--- config.mk ---
export PLATFORM = sky130hd
export DESIGN_NAME = key_matrix_debounce_top
export DESIGN_NICKNAME = d
export VERILOG_FILES = /design/src/sv/kmd_pkg.sv /design/src/sv/kmd_state_ram.sv /design/src/sv/key_matrix_debounce_top.sv
export VERILOG_INCLUDE_DIRS = /design/src /design/src/sv
export SDC_FILE = /design/constraint.sdc
export NUM_CORES = 1
export LEC_CHECK = 0
export ABC_AREA = 1
export BUFFER_PORTS_ARGS = -buffer_cell sky130_fd_sc_hd__buf_2
export CAP_MARGIN = 20
export CORE_MARGIN = 2
export CORE_UTILIZATION = 63
export DETAILED_ROUTE_END_ITERATION = 8
export GPL_TIMING_DRIVEN = 1
export PLACE_DENSITY = 0.8
export SLEW_MARGIN = 20
export SYNTH_ARGS = -nofsm -noshare
export SYNTH_HDL_FRONTEND = slang
export SYNTH_SLANG_ARGS = --single-unit
--- constraint.sdc ---
create_clock -name clk -period 6.3 [get_ports clk]
set_clock_uncertainty 0.2 [all_clocks]
set_input_delay 1.26 -clock clk [delete_from_list [all_inputs] [get_ports clk]]
set_output_delay 1.26 -clock clk [all_outputs]
set_load 0.005 [all_outputs]
--- src/sv/key_matrix_debounce_top_macros.svh ---
// Assertion macros shared by the key matrix debounce RTL.
`ifndef KEY_MATRIX_DEBOUNCE_TOP_MACROS_SVH
`define KEY_MATRIX_DEBOUNCE_TOP_MACROS_SVH

// Same-cycle implication, checked on every rising clk edge out of reset.
`define KMD_ASSERT_NOW(label, ante, cons, msg) \
    label: assert property (@(posedge clk) disable iff (!rst_n) (ante) |-> (cons)) \
        else $error(msg);

// Next-cycle implication, checked on every rising clk edge out of reset.
`define KMD_ASSERT_NEXT(label, ante, cons, msg) \
    label: assert property (@(posedge clk) disable iff (!rst_n) (ante) |=> (cons)) \
        else $error(msg);

`endif

--- src/sv/kmd_pkg.sv ---
// Types and constants of the key matrix debounce block.
package kmd_pkg;

    localparam int ROW_W        = 2;
    localparam int COL_W        = 2;
    localparam int TIME_W       = 32;
    localparam int DEB_W        = 16;
    localparam int PKEY_W       = 4;
    localparam int KEY_LIN_W    = 8;
    localparam int S_TDATA_W    = 40;
    localparam int M_TDATA_W    = 8;

    localparam logic [DEB_W-1:0] DEBOUNCE_RESET = 16'd50;

    // Per-key state record held in the state memory
    typedef struct packed {
        logic              last_raw;
        logic [TIME_W-1:0] change_time;
        logic              stable_level;
    } kmd_rec_t;

endpackage

--- src/sv/kmd_state_ram.sv ---
// Per-key state memory: one write and one registered read port, valid bits per entry.
module kmd_state_ram #(
    parameter int DEPTH = 16,
    parameter int AW    = 4
) (
    input  logic              clk,
    input  logic              rst_n,
    input  logic              rd_en,
    input  logic [AW-1:0]     rd_addr,
    output kmd_pkg::kmd_rec_t rd_rec,
    input  logic              wr_en,
    input  logic [AW-1:0]     wr_addr,
    input  kmd_pkg::kmd_rec_t wr_rec
);
    import kmd_pkg::*;

    kmd_rec_t           mem [DEPTH];
    kmd_rec_t           rd_q_reg;
    logic               rd_vld_reg;
    logic [DEPTH-1:0]   vld_reg;

    // Write port and registered read of the array
    always_ff @(posedge clk)
    begin
        if (wr_en)
        begin
            mem[wr_addr] <= wr_rec;
        end
        if (rd_en)
        begin
            rd_q_reg <= mem[rd_addr];
        end
    end

    // Track which entries hold written data; unwritten entries read as zero
    always_ff @(posedge clk or negedge rst_n)
    begin
        if (!rst_n)
        begin
            vld_reg    <= '0;
            rd_vld_reg <= 1'b0;
        end
        else
        begin
            if (wr_en)
            begin
                vld_reg[wr_addr] <= 1'b1;
            end
            if (rd_en)
            begin
                rd_vld_reg <= vld_reg[rd_addr];
            end
        end
    end

    // Mask entries that were never written since reset
    assign rd_rec = rd_vld_reg ? rd_q_reg : '0;

endmodule

--- src/sv/key_matrix_debounce_top.sv ---
// Top level of the per-key debouncer for a scanned key matrix.
//
// Input stream (s_axis_*): one word per scanned key reading, with row, column,
// raw level and a millisecond time stamp. Output stream (m_axis_*): one word per
// reading with the press pulse request, the key index and the debounced level.
// Configuration: cfg_wr_en / cfg_wr_data write the debounce time in ms (reset 50).
//
// An accepted word is registered in the compute stage, then in the output register. One
// word is taken per cycle unless the output stalls; state memory is read on accept and
// written back as the word leaves the compute stage; a one-entry bypass register serves
// the next reading of that key. Out-of-range readings leave state untouched and give zeros.
//
// Reset sets the debounce time back to 50 ms and clears the per-entry valid bits of the
// state memory, so every key starts released with a change time of zero; no clearing
// pass is run.
// When the receiver stalls, the output word holds, one more word waits in the compute
// stage, and s_axis_tready drops only when both are full.
`include "key_matrix_debounce_top_macros.svh"

module key_matrix_debounce_top #(
    parameter int ROWS = 4,
    parameter int COLS = 4
) (
    input  logic                           clk,
    input  logic                           rst_n,
    // Debounce time write port
    input  logic                           cfg_wr_en,
    input  logic [kmd_pkg::DEB_W-1:0]      cfg_wr_data,
    // Input words
    input  logic                           s_axis_tvalid,
    output logic                           s_axis_tready,
    // [1:0] key_row, [3:2] key_col, [4] raw_level, [36:5] now_ms, [39:37] zero
    input  logic [kmd_pkg::S_TDATA_W-1:0]  s_axis_tdata,
    // Output words
    output logic                           m_axis_tvalid,
    input  logic                           m_axis_tready,
    // [0] press_fire, [4:1] pulse_key, [5] debounced_level, [7:6] zero
    output logic [kmd_pkg::M_TDATA_W-1:0]  m_axis_tdata
);
    import kmd_pkg::*;

    localparam int NKEYS = ROWS * COLS;
    localparam int AW    = (NKEYS > 1) ? $clog2(NKEYS) : 1;

    // Input word fields
    logic [ROW_W-1:0]     in_row;
    logic [COL_W-1:0]     in_col;
    logic                 in_raw;
    logic [TIME_W-1:0]    in_now;
    logic [KEY_LIN_W-1:0] in_key;
    logic                 in_range;
    logic                 s_fire;

    // Compute stage
    logic                 s1_vld_reg, s1_vld_next;
    logic [KEY_LIN_W-1:0] s1_key_reg;
    logic                 s1_range_reg;
    logic                 s1_raw_reg;
    logic [TIME_W-1:0]    s1_now_reg;
    logic                 s1_adv;

    // Bypass of the last write
    logic                 fwd_vld_reg;
    logic [AW-1:0]        fwd_addr_reg;
    kmd_rec_t             fwd_rec_reg;

    // Output register
    logic                 out_vld_reg, out_vld_next;
    logic                 out_fire_reg;
    logic [PKEY_W-1:0]    out_key_reg;
    logic                 out_level_reg;

    logic [DEB_W-1:0]     deb_reg;

    kmd_rec_t             rd_rec;
    kmd_rec_t             cur_rec;
    kmd_rec_t             new_rec;
    logic                 fwd_hit;
    logic                 raw_chg;
    logic [TIME_W-1:0]    elapsed;
    logic                 take;
    logic                 wr_en;
    logic [AW-1:0]        s1_addr;

    // Unpack the input word and form the linear key index
    assign in_row   = s_axis_tdata[1:0];
    assign in_col   = s_axis_tdata[3:2];
    assign in_raw   = s_axis_tdata[4];
    assign in_now   = s_axis_tdata[36:5];
    assign in_key   = KEY_LIN_W'(in_row) * KEY_LIN_W'(COLS) + KEY_LIN_W'(in_col);
    assign in_range = (5'(in_row) < 5'(ROWS)) && (5'(in_col) < 5'(COLS));

    // Handshake: compute stage advances when the output register is free or taken
    assign s1_adv        = s1_vld_reg && (!out_vld_reg || m_axis_tready);
    assign s_axis_tready = !s1_vld_reg || s1_adv;
    assign s_fire        = s_axis_tvalid && s_axis_tready;

    assign s1_vld_next  = s_fire ? 1'b1 : (s1_adv ? 1'b0 : s1_vld_reg);
    assign out_vld_next = s1_adv ? 1'b1 : ((m_axis_tready) ? 1'b0 : out_vld_reg);

    kmd_state_ram #(
        .DEPTH (NKEYS),
        .AW    (AW)
    ) u_state_ram (
        .clk     (clk),
        .rst_n   (rst_n),
        .rd_en   (s_fire),
        .rd_addr (in_key[AW-1:0]),
        .rd_rec  (rd_rec),
        .wr_en   (wr_en),
        .wr_addr (s1_addr),
        .wr_rec  (new_rec)
    );

    // Pick the freshest record: bypass the write that landed with this read
    assign s1_addr = s1_key_reg[AW-1:0];
    assign fwd_hit = fwd_vld_reg && (fwd_addr_reg == s1_addr);
    assign cur_rec = fwd_hit ? fwd_rec_reg : rd_rec;

    // Debounce update of the record
    assign raw_chg = s1_raw_reg != cur_rec.last_raw;
    assign elapsed = s1_now_reg - cur_rec.change_time;
    assign take    = !raw_chg && (elapsed > TIME_W'(deb_reg))
                     && (s1_raw_reg != cur_rec.stable_level);

    always_comb
    begin
        new_rec.last_raw     = s1_raw_reg;
        new_rec.change_time  = raw_chg ? s1_now_reg : cur_rec.change_time;
        new_rec.stable_level = take ? s1_raw_reg : cur_rec.stable_level;
    end

    assign wr_en = s1_adv && s1_range_reg;

    // Control registers
    always_ff @(posedge clk or negedge rst_n)
    begin
        if (!rst_n)
        begin
            s1_vld_reg  <= 1'b0;
            out_vld_reg <= 1'b0;
            fwd_vld_reg <= 1'b0;
            deb_reg     <= DEBOUNCE_RESET;
        end
        else
        begin
            s1_vld_reg  <= s1_vld_next;
            out_vld_reg <= out_vld_next;
            if (wr_en)
            begin
                fwd_vld_reg <= 1'b1;
            end
            if (cfg_wr_en)
            begin
                deb_reg <= cfg_wr_data;
            end
        end
    end

    // Payload registers
    always_ff @(posedge clk)
    begin
        // Capture the accepted reading
        if (s_fire)
        begin
            s1_key_reg   <= in_key;
            s1_range_reg <= in_range;
            s1_raw_reg   <= in_raw;
            s1_now_reg   <= in_now;
        end
        // Hold the last written record for the bypass
        if (wr_en)
        begin
            fwd_addr_reg <= s1_addr;
            fwd_rec_reg  <= new_rec;
        end
        // Load the output word
        if (s1_adv)
        begin
            out_fire_reg  <= s1_range_reg && take && s1_raw_reg;
            out_key_reg   <= s1_range_reg ? s1_key_reg[PKEY_W-1:0] : '0;
            out_level_reg <= s1_range_reg && new_rec.stable_level;
        end
    end

    assign m_axis_tvalid = out_vld_reg;
    assign m_axis_tdata  = {2'b00, out_level_reg, out_key_reg, out_fire_reg};

    // A press request always comes with a pressed debounced level
    `KMD_ASSERT_NOW(a_fire_level, out_vld_reg && out_fire_reg, out_level_reg,
        "press request without pressed level")
    // State is written back only by an advancing in-range reading
    `KMD_ASSERT_NOW(a_wr_src, wr_en, s1_vld_reg && s1_range_reg && out_vld_next,
        "state write without an advancing reading")
    // Input is refused only while both stages are full and the output is stalled
    `KMD_ASSERT_NOW(a_ready, !s_axis_tready, s1_vld_reg && out_vld_reg && !m_axis_tready,
        "input refused with room in the pipeline")
    // An accepted reading is in the compute stage in the next cycle
    `KMD_ASSERT_NEXT(a_load, s_fire, s1_vld_reg, "accepted reading lost")

endmodule

==> tab_implementation.tex, run 1 <==
\begin{tabular}{lr}
\hline
Metric & Value \\
\hline
\multicolumn{2}{l}{\textbf{Clock network}} \\
\quad Number of hold buffers added after cts & 0 \\
\quad Maximum level of the CTS H-tree & 3 \\
\quad Clock tree from TritonCTS & built \\
\quad Max Root-Sink Buffers & 3 \\
\quad Clock buffer count from CTS & 67 \\
\quad Clock transition at the registers of the reported paths & roughly 0.06 ns \\
\quad Number of instances resized during post-cts repair & 0 \\
\quad Root buf cell & clkbuf\_16 \\
\quad Buffers inserted during post-CTS setup optimization & 0 \\
\quad Number of sinks on the clock net & between 600 and 700 \\
\quad Clock insertion delay at the later pin of the skew report & 0.60 ns \\
\multicolumn{2}{l}{\textbf{Route}} \\
\quad Routed via count divided by cell count & around 6.4 \\
\quad Wire per inst & between 20 and 25 um \\
\quad Total Routed Length & around 77000 um \\
\quad Count of vias placed by the detailed router & 21000 \\
\quad Starting DRT DRC Count & between 3000 and 4000 \\
\quad Residual antenna-violating net count after detailed routing & 0 \\
\quad Drt drc & 0 \\
\quad Number of detailed-routing iterations run before antenna repair & 5 \\
\multicolumn{2}{l}{\textbf{Critical path}} \\
\quad WP data arrival & between 5 and 6 ns \\
\quad Critical Path Most Common Cell & nand2\_1 \\
\quad Biggest fanout along the worst timing path & 25 \\
\quad Kind of end point of the critical path & flop \\
\quad Kind of start point of the critical path & flop \\
\quad Class of the most critical setup path & reg -> reg \\
\quad Largest stage delay on the critical path & around 0.45 ns \\
\quad Required @ worst endpoint & roughly 6.3 ns \\
\quad Register-to-Register Setup Slack & between 0.6 and 0.7 ns \\
\quad CP max stage cell & edfxtp\_1 \\
\multicolumn{2}{l}{\textbf{Timing}} \\
\quad Worst hold slack & roughly 0.27 ns \\
\quad Highest clock rate & between 150 and 200 MHz \\
\quad Transition time at the pin with the least slew margin & 1.07 ns \\
\quad TNS Setup & 0 ns \\
\quad Slew headroom & 28.7\% \\
\quad Unrepaired setup endpoints after global routing & no \\
\quad Final setup violation count & 0 \\
\quad Final period utilization & 89.4\% \\
\quad Hold Violations, Final & 0 \\
\quad Clock period minus final worst setup slack & around 5.6 ns \\
\quad Fin. max-slew vios & 0 \\
\multicolumn{2}{l}{\textbf{Placement}} \\
\quad Port Buf Inserts & 65 \\
\quad Global placement routability congestion & between 0.9 and 1 \\
\quad Instance area after placement & a little over 30000 um2 \\
\quad Post-detail-place hpwl & 43300 um \\
\quad Placed Cells incl. Taps & 3156 \\
\multicolumn{2}{l}{\textbf{Final layout}} \\
\quad Max FFs per register & approximately 540 \\
\quad Final nets & approximately 2700 \\
\quad Layout Cells excl Fill & 3271 \\
\quad Finished Cell Area & between 30000 and 40000 um2 \\
\quad Diode insertion count for antenna repair & 0 \\
\quad Ratio of cells with drive above 1 in the final layout & a little over an eighth \\
\quad Area growth, synth to finish & 10.8\% \\
\multicolumn{2}{l}{\textbf{Floorplan}} \\
\quad Number of cell rows & between 70 and 80 \\
\quad Vertical die dimension & $\sim$220 um \\
\quad Floorplan core area & about 47000 um2 \\
\quad Initial standard-cell utilization of the core & 64.2\% \\
\quad DIE AREA & approximately 49000 um2 \\
\quad Total I/O pin count & between 70 and 80 \\
\quad Die Width & about 220 um \\
\multicolumn{2}{l}{\textbf{Synth}} \\
\quad Number of distinct library cells after synthesis & 50 \\
\quad Post-synthesis sequential element count & 690 \\
\quad Share of the synthesized area in the top cell type & between 60\% and 70\% \\
\quad Number of warning messages in the yosys log & 0 \\
\quad Number of enable flip-flop cells after synthesis & roughly 650 \\
\quad Cell type with the highest aggregate area in the netlist & edfxtp\_1 \\
\quad Leading cell types by count after synthesis & edfxtp\_1, o21ai\_0, nor2\_1 \\
\quad Part of the Yosys area used for sequential elements & 68.4\% \\
\quad Dominant cells by area after synthesis & edfxtp\_1, o21ai\_0, nor2\_1 \\
\quad Post-synth top flop & edfxtp\_1 \\
\quad Cell count after synthesis & $\sim$2600 \\
\quad Proportion of synthesized flip-flops having asynchronous set or reset & 5.22\% \\
\quad Average cell area after synthesis & around 12 um2 \\
\quad Leading cell type by number of instances after synthesis & edfxtp\_1 \\
\quad Combined area of all synthesized cells & around 30000 um2 \\
\multicolumn{2}{l}{\textbf{Global routing}} \\
\quad Routing layer with the top usage in global route & met2 \\
\quad Grt met1 use & 41.5\% \\
\quad Number of global-route vias before repair & 20600 \\
\quad Number of antenna violations at the first check in global routing & 0 \\
\quad Wire length of the first global-routing pass & 116000 um \\
\quad Total routing usage reported by global routing & a little under a third \\
\quad Congestion Overflow GR & 0 \\
\quad M3 GR Usage & roughly 5.5\% \\
\quad Pin count of the biggest net entering global routing & 221 \\
\quad Met2 usage in global routing & between 50\% and 60\% \\
\multicolumn{2}{l}{\textbf{Power and ir drop}} \\
\quad Static Leak & between 10 and 15 nW \\
\quad Power after layout & around 11 mW \\
\quad Power Dens Cells & about 340 nW/um2 \\
\quad Largest voltage drop on the vdd net & $\sim$190 uV \\
\multicolumn{2}{l}{\textbf{Flow run}} \\
\quad \# Max-Cap Violations & 0 \\
\multicolumn{2}{l}{\textbf{Hold path}} \\
\quad Min-Delay Path Class & reg -> reg \\
\multicolumn{2}{l}{\textbf{Run status}} \\
\quad Outcome & finished clean \\
\hline
\end{tabular}
-- cell type report --
class / instances / area [um2]
clock inverters: 33 / 299
clock buffers: 82 / 1800
multi-input cells: 1548 / 8310
inverters: 178 / 676
repair buffers: 133 / 885
fillers: 2932 / 13500
well taps: 607 / 759
flip-flops and latches: 690 / 20500
-- metal layers --
layer | vias to the layer above | wire length [um]
li1 | 9355 | -
met1 | 10100 | 28600
met2 | 1323 | 36700
met3 | 244 | 8340
met4 | 0 | 3040
met5 | - | 0
-- final timing paths --
check | start | depth (start not counted) | to
min in group asynchronous | rst_n | 1 | deb_reg[2]$_DFFE_PN0P_
worst min-delay path | u_state_ram.vld_reg[15]$_DFFE_PN0P_ | 2 | u_state_ram.vld_reg[15]$_DFFE_PN0P_
worst max register to register | s1_key_reg[3]$_DFFE_PP_ | 30 | u_state_ram.mem[15][0]$_DFFE_PP_
worst max-delay path | s1_key_reg[3]$_DFFE_PP_ | 30 | u_state_ram.mem[15][0]$_DFFE_PP_
max in group asynchronous | rst_n | 1 | deb_reg[13]$_DFFE_PN0P_
worst min register to register | u_state_ram.vld_reg[15]$_DFFE_PN0P_ | 2 | u_state_ram.vld_reg[15]$_DFFE_PN0P_
-- placed cells by master (no fill, tap or decap), types with 9 or more instances in the layout --
master | Yosys | final
edfxtp_1 | 654 | 654
o21ai_0 | 365 | 364
nor2_1 | 345 | 329
nand2_1 | 316 | 315
inv_1 | 165 | 160
nand3_1 | 131 | 131
o221ai_1 | 115 | 115
clkbuf_16 | 0 | 70
buf_4 | 6 | 67
buf_2 | 6 | 62
a21oi_1 | 40 | 40
nand2_2 | 37 | 38
ha_1 | 37 | 37
dfrtp_1 | 33 | 33
o211ai_1 | 25 | 25
o22ai_1 | 21 | 21
nor2_4 | 4 | 20
nand4_1 | 20 | 20
clkinv_1 | 2 | 15
xor2_1 | 15 | 15
inv_2 | 11 | 13
clkbuf_1 | 113 | 12
clkinv_2 | 0 | 10
or2_2 | 10 | 10
nand3_2 | 9 | 9
-- cells by family after synthesis --
logic type,count (synthesis),share of synthesized area [%]
buf+inv,324,4.31
other cells,1,0.0125
fa+ha+maj,37,1.54
simple gates,906,13.5
compound gates,587,11.7
xor+xnor,15,0.438
flops,690,68.4
mux,1,0.0375
-- critical path, delay by kind of cell (launching register included) --
kind / cells / cell delay, ns
AO/OA/AOI/OAI: 2 / 0.63
XOR/XNOR: 1 / 0.14
adder cells (fa/ha/maj): 3 / 0.67
buffers and inverters: 3 / 0.20
flip-flops: 1 / 0.45
AND/OR/NAND/NOR: 21 / 2.91
-- metrics by stage --
step / util [%] / worst slack [ns]
floorplan: - / 1.53
global placement: 66.7 / 0.895
detailed placement: 66.7 / 0.692
CTS: 71.2 / 0.660
global route: 71.2 / 0.182
finish: 71.2 / 0.669
-- power breakdown --
group | switching, mW | internal, mW | total (mW) | leakage [nW]
sequential | 0.0922 | 5.48 | 5.57 | 6.41
clock | 1.65 | 2.20 | 3.85 | 1.02
combinational | 1.29 | 0.532 | 1.82 | 4.62
No activity file was read; power rests on OpenSTA's default activity.
==> run 2: changes to the inputs <==
--- a/config.mk
+++ b/config.mk
@@ -10,10 +10,10 @@
 export BUFFER_PORTS_ARGS = -buffer_cell sky130_fd_sc_hd__buf_2
 export CAP_MARGIN = 20
 export CORE_MARGIN = 2
-export CORE_UTILIZATION = 63
+export CORE_UTILIZATION = 61
 export DETAILED_ROUTE_END_ITERATION = 8
 export GPL_TIMING_DRIVEN = 1
-export PLACE_DENSITY = 0.8
+export PLACE_DENSITY = 0.78
 export SLEW_MARGIN = 20
 export SYNTH_ARGS = -nofsm -noshare
 export SYNTH_HDL_FRONTEND = slang
==> tab_implementation.tex, run 2 (synthesized netlist as in run 1, its figures left out) <==
\begin{tabular}{lr}
\hline
Metric & Value \\
\hline
\multicolumn{2}{l}{\textbf{Run status}} \\
\quad Outcome & finished clean \\
\multicolumn{2}{l}{\textbf{Clock network}} \\
\quad Root buf cell & clkbuf\_16 \\
\quad Maximum level of the CTS H-tree & 3 (unchanged) \\
\quad Buffers inserted during post-CTS setup optimization & 0 (unchanged) \\
\quad Clock transition at the registers of the reported paths & 0.06 ns (about the same) \\
\quad Clock tree from TritonCTS & built \\
\quad Number of sinks on the clock net & 690 (unchanged) \\
\quad Number of instances resized during post-cts repair & 0 (unchanged) \\
\quad Number of hold buffers added after cts & 0 (unchanged) \\
\quad Max Root-Sink Buffers & 3 (unchanged) \\
\quad Clock insertion delay at the later pin of the skew report & 0.61 ns (about the same) \\
\quad Clock buffer count from CTS & 67 (unchanged) \\
\multicolumn{2}{l}{\textbf{Critical path}} \\
\quad Class of the most critical setup path & reg -> reg \\
\quad Kind of end point of the critical path & flop \\
\quad Kind of start point of the critical path & flop \\
\quad Worst r2r dst & u\_state\_ram.mem[10][0]\$\_DFFE\_PP\_ \\
\quad Required @ worst endpoint & 6.30 ns (about the same) \\
\quad Register-to-Register Path Depth & 27 (-10\%) \\
\quad Register-to-Register Setup Slack & 0.58 ns (-0.09 ns) \\
\quad WP data arrival & 5.72 ns (+0.08 ns) \\
\quad Beginning of the worst register-to-register path & s1\_key\_reg[3]\$\_DFFE\_PP\_ \\
\quad Biggest fanout along the worst timing path & 27 (+8.0\%) \\
\multicolumn{2}{l}{\textbf{Placement}} \\
\quad Port Buf Inserts & 65 (unchanged) \\
\quad Placed Cells incl. Taps & 3215 (+1.9\%) \\
\quad Global placement routability congestion & 0.954 (+2.5\%) \\
\quad Post-detail-place hpwl & 45400 um (+4.8\%) \\
\multicolumn{2}{l}{\textbf{Timing}} \\
\quad Final period utilization & 90.8\% (+1.4 points) \\
\quad TNS Setup & 0 ns (unchanged) \\
\quad Hold Violations, Final & 0 (unchanged) \\
\quad Slew headroom & 25.5\% (-3.2 points) \\
\quad Unrepaired setup endpoints after global routing & no \\
\quad Clock period minus final worst setup slack & 5.72 ns (+0.0877 ns) \\
\quad Final setup violation count & 0 (unchanged) \\
\quad Transition time at the pin with the least slew margin & 1.12 ns (+0.0476 ns) \\
\quad Highest clock rate & 175 MHz (-1.5\%) \\
\quad Fin. max-slew vios & 0 (unchanged) \\
\multicolumn{2}{l}{\textbf{Global routing}} \\
\quad Pin count of the biggest net entering global routing & 178 (-19\%) \\
\quad Total routing usage reported by global routing & 31.0\% (-0.045 points) \\
\quad Wire length of the first global-routing pass & 118000 um (+1.3\%) \\
\quad Congestion Overflow GR & 0 (unchanged) \\
\quad Number of global-route vias before repair & 20800 (+1.3\%) \\
\quad Number of antenna violations at the first check in global routing & 1 (+1) \\
\multicolumn{2}{l}{\textbf{Final layout}} \\
\quad Max FFs per register & 544 (unchanged) \\
\quad Layout Cells excl Fill & 3336 (+2.0\%) \\
\quad Final core occ & 68.4\% (-2.8 points) \\
\quad Final nets & 2718 (+0.074\%) \\
\quad Ratio of cells with drive above 1 in the final layout & 13.2\% (+0.078 points) \\
\quad Fillers & 3314 (+13\%) \\
\quad Area growth, synth to finish & 11.1\% \\
\quad Commonest cells after routing, fill and taps aside & edfxtp\_1, o21ai\_0, nor2\_1, nand2\_1, inv\_1 \\
\quad Commonest non-fill, non-tap cell in the layout & edfxtp\_1 \\
\multicolumn{2}{l}{\textbf{Power and ir drop}} \\
\quad Largest voltage drop on the vdd net & 220 uV (+17\%) \\
\quad Power Dens Cells & 337 nW/um2 (-0.19\%) \\
\quad Static Leak & 12.0 nW (about the same) \\
\multicolumn{2}{l}{\textbf{Route}} \\
\quad Routed via count divided by cell count & 6.29 (-1.9\%) \\
\quad Starting DRT DRC Count & 2897 (-3.6\%) \\
\quad Residual antenna-violating net count after detailed routing & 0 (unchanged) \\
\quad Wire per inst & 23.4 um (-0.17\%) \\
\quad Drt drc & 0 (unchanged) \\
\quad Number of detailed-routing iterations run before antenna repair & 5 (unchanged) \\
\quad Count of vias placed by the detailed router & 21000 (+0.076\%) \\
\quad Total Routed Length & 78000 um (+1.8\%) \\
\multicolumn{2}{l}{\textbf{Floorplan}} \\
\quad Initial standard-cell utilization of the core & 61.6\% (-2.6 points) \\
\quad Floorplan core area & 48700 um2 (+4.3\%) \\
\quad Vertical die dimension & 226 um (+1.6\%) \\
\quad Total I/O pin count & 71 (unchanged) \\
\quad DIE AREA & 51000 um2 (+3.2\%) \\
\quad Number of cell rows & 81 (+2.5\%) \\
\quad Die Width & 226 um (+1.6\%) \\
\multicolumn{2}{l}{\textbf{Hold path}} \\
\quad Hold path cells & 2 (unchanged) \\
\quad Min-Delay Path Class & reg -> reg \\
\quad Min-Delay Startpoint & u\_state\_ram.vld\_reg[2]\$\_DFFE\_PN0P\_ \\
\quad Endpoint of the worst hold-timing path & u\_state\_ram.vld\_reg[2]\$\_DFFE\_PN0P\_ \\
\multicolumn{2}{l}{\textbf{Flow run}} \\
\quad \# Max-Cap Violations & 0 (unchanged) \\
\hline
\end{tabular}
run 2: cell count changes in the layout (fill, tap and decap cells not counted):
cell and change:
bufinv_16 -2, inv_6 +1, buf_12 -1, clkinv_4 -1, diode_2 +1, clkinv_1 +6, clkinv_2 +1, buf_4 +3
clkbuf_1 -2, clkbuf_8 +2
run 2: per-stage QoR:
step	total power, mW	instance area [um2]	hold slack [ns]	setup slack, ns
floorplan	6.83	30000	0.228	1.53
detailed placement	7.46	31200	0.250	0.709
CTS	11.2	33300	0.262	0.659
finish	11.2	33300	0.264	0.581
global route	11.7	33300	0.274	0.240
global placement	7.38	31200	0.239	0.824
run 2: worst max-delay path, cell delays in order, from the launching register on:
cell,delay (ns)
edfxtp_1,0.45
nand2_1,0.12
nand2_1,0.08
nor2_4,0.15
nand3_4,0.31
o21ai_0,0.28
inv_1,0.09
ha_1,0.35
nand2_1,0.14
inv_1,0.05
nand2_1,0.07
nand2_1,0.10
a21oi_1,0.18
nand2_2,0.09
xor2_1,0.17
ha_1,0.32
nand4_1,0.14
nor4_1,0.46
inv_1,0.10
nor4_1,0.22
a22o_1,0.33
nand3_1,0.11
nor2_1,0.10
nand2_1,0.06
nor2_1,0.08
nand2_1,0.13
nand3_1,0.12
nand2_1,0.34
run 2: area by class of cell:
| class | count | area, um2 | area share (%) |
|---|---|---|---|
| Clock buffer | 82 | 1820 | 5.45 |
| Sequential cell | 690 | 20500 | 61.6 |
| Timing Repair Buffer | 135 | 887 | 2.66 |
| Antenna cell | 1 | 2.50 | 0.00751 |
| Tap cell | 664 | 831 | 2.49 |
| Multi-Input combinational cell | 1548 | 8310 | 24.9 |
| Inverter | 178 | 676 | 2.03 |
| Clock inverter | 38 | 267 | 0.800 |
run 2: report_power, final:
group / switching [mW] / leakage (nW) / internal [mW] / total (mW)
logic: 1.32 / 4.62 / 0.530 / 1.85
clock network: 1.69 / 1.02 / 2.14 / 3.83
registers: 0.0863 / 6.41 / 5.48 / 5.56
total: 3.09 / 12.0 / 8.15 / 11.2
run 2: routing by layer:
metal	part of all wire, %	vias up	GRT usage (%)
li1	-	9366	-
met1	38	10100	41.0
met2	48	1262	50.7
met3	10	224	5.71
met4	3.6	0	13.3
met5	0	-	0
run 2: how the worst max path moves through the flow:
stage	startpoint	endpoint	slack, ns
after CTS	s1_key_reg[3]$_DFFE_PP_	u_state_ram.mem[10][0]$_DFFE_PP_	0.66
final	s1_key_reg[3]$_DFFE_PP_	u_state_ram.mem[10][0]$_DFFE_PP_	0.58
after floorplan	m_axis_tready	u_state_ram.mem[0][0]$_DFFE_PP_	1.53
after global routing	s1_key_reg[3]$_DFFE_PP_	u_state_ram.mem[10][0]$_DFFE_PP_	0.24
after global placement	s1_key_reg[3]$_DFFE_PP_	u_state_ram.mem[10][0]$_DFFE_PP_	0.82
after detailed placement	s1_key_reg[3]$_DFFE_PP_	u_state_ram.mem[10][0]$_DFFE_PP_	0.71
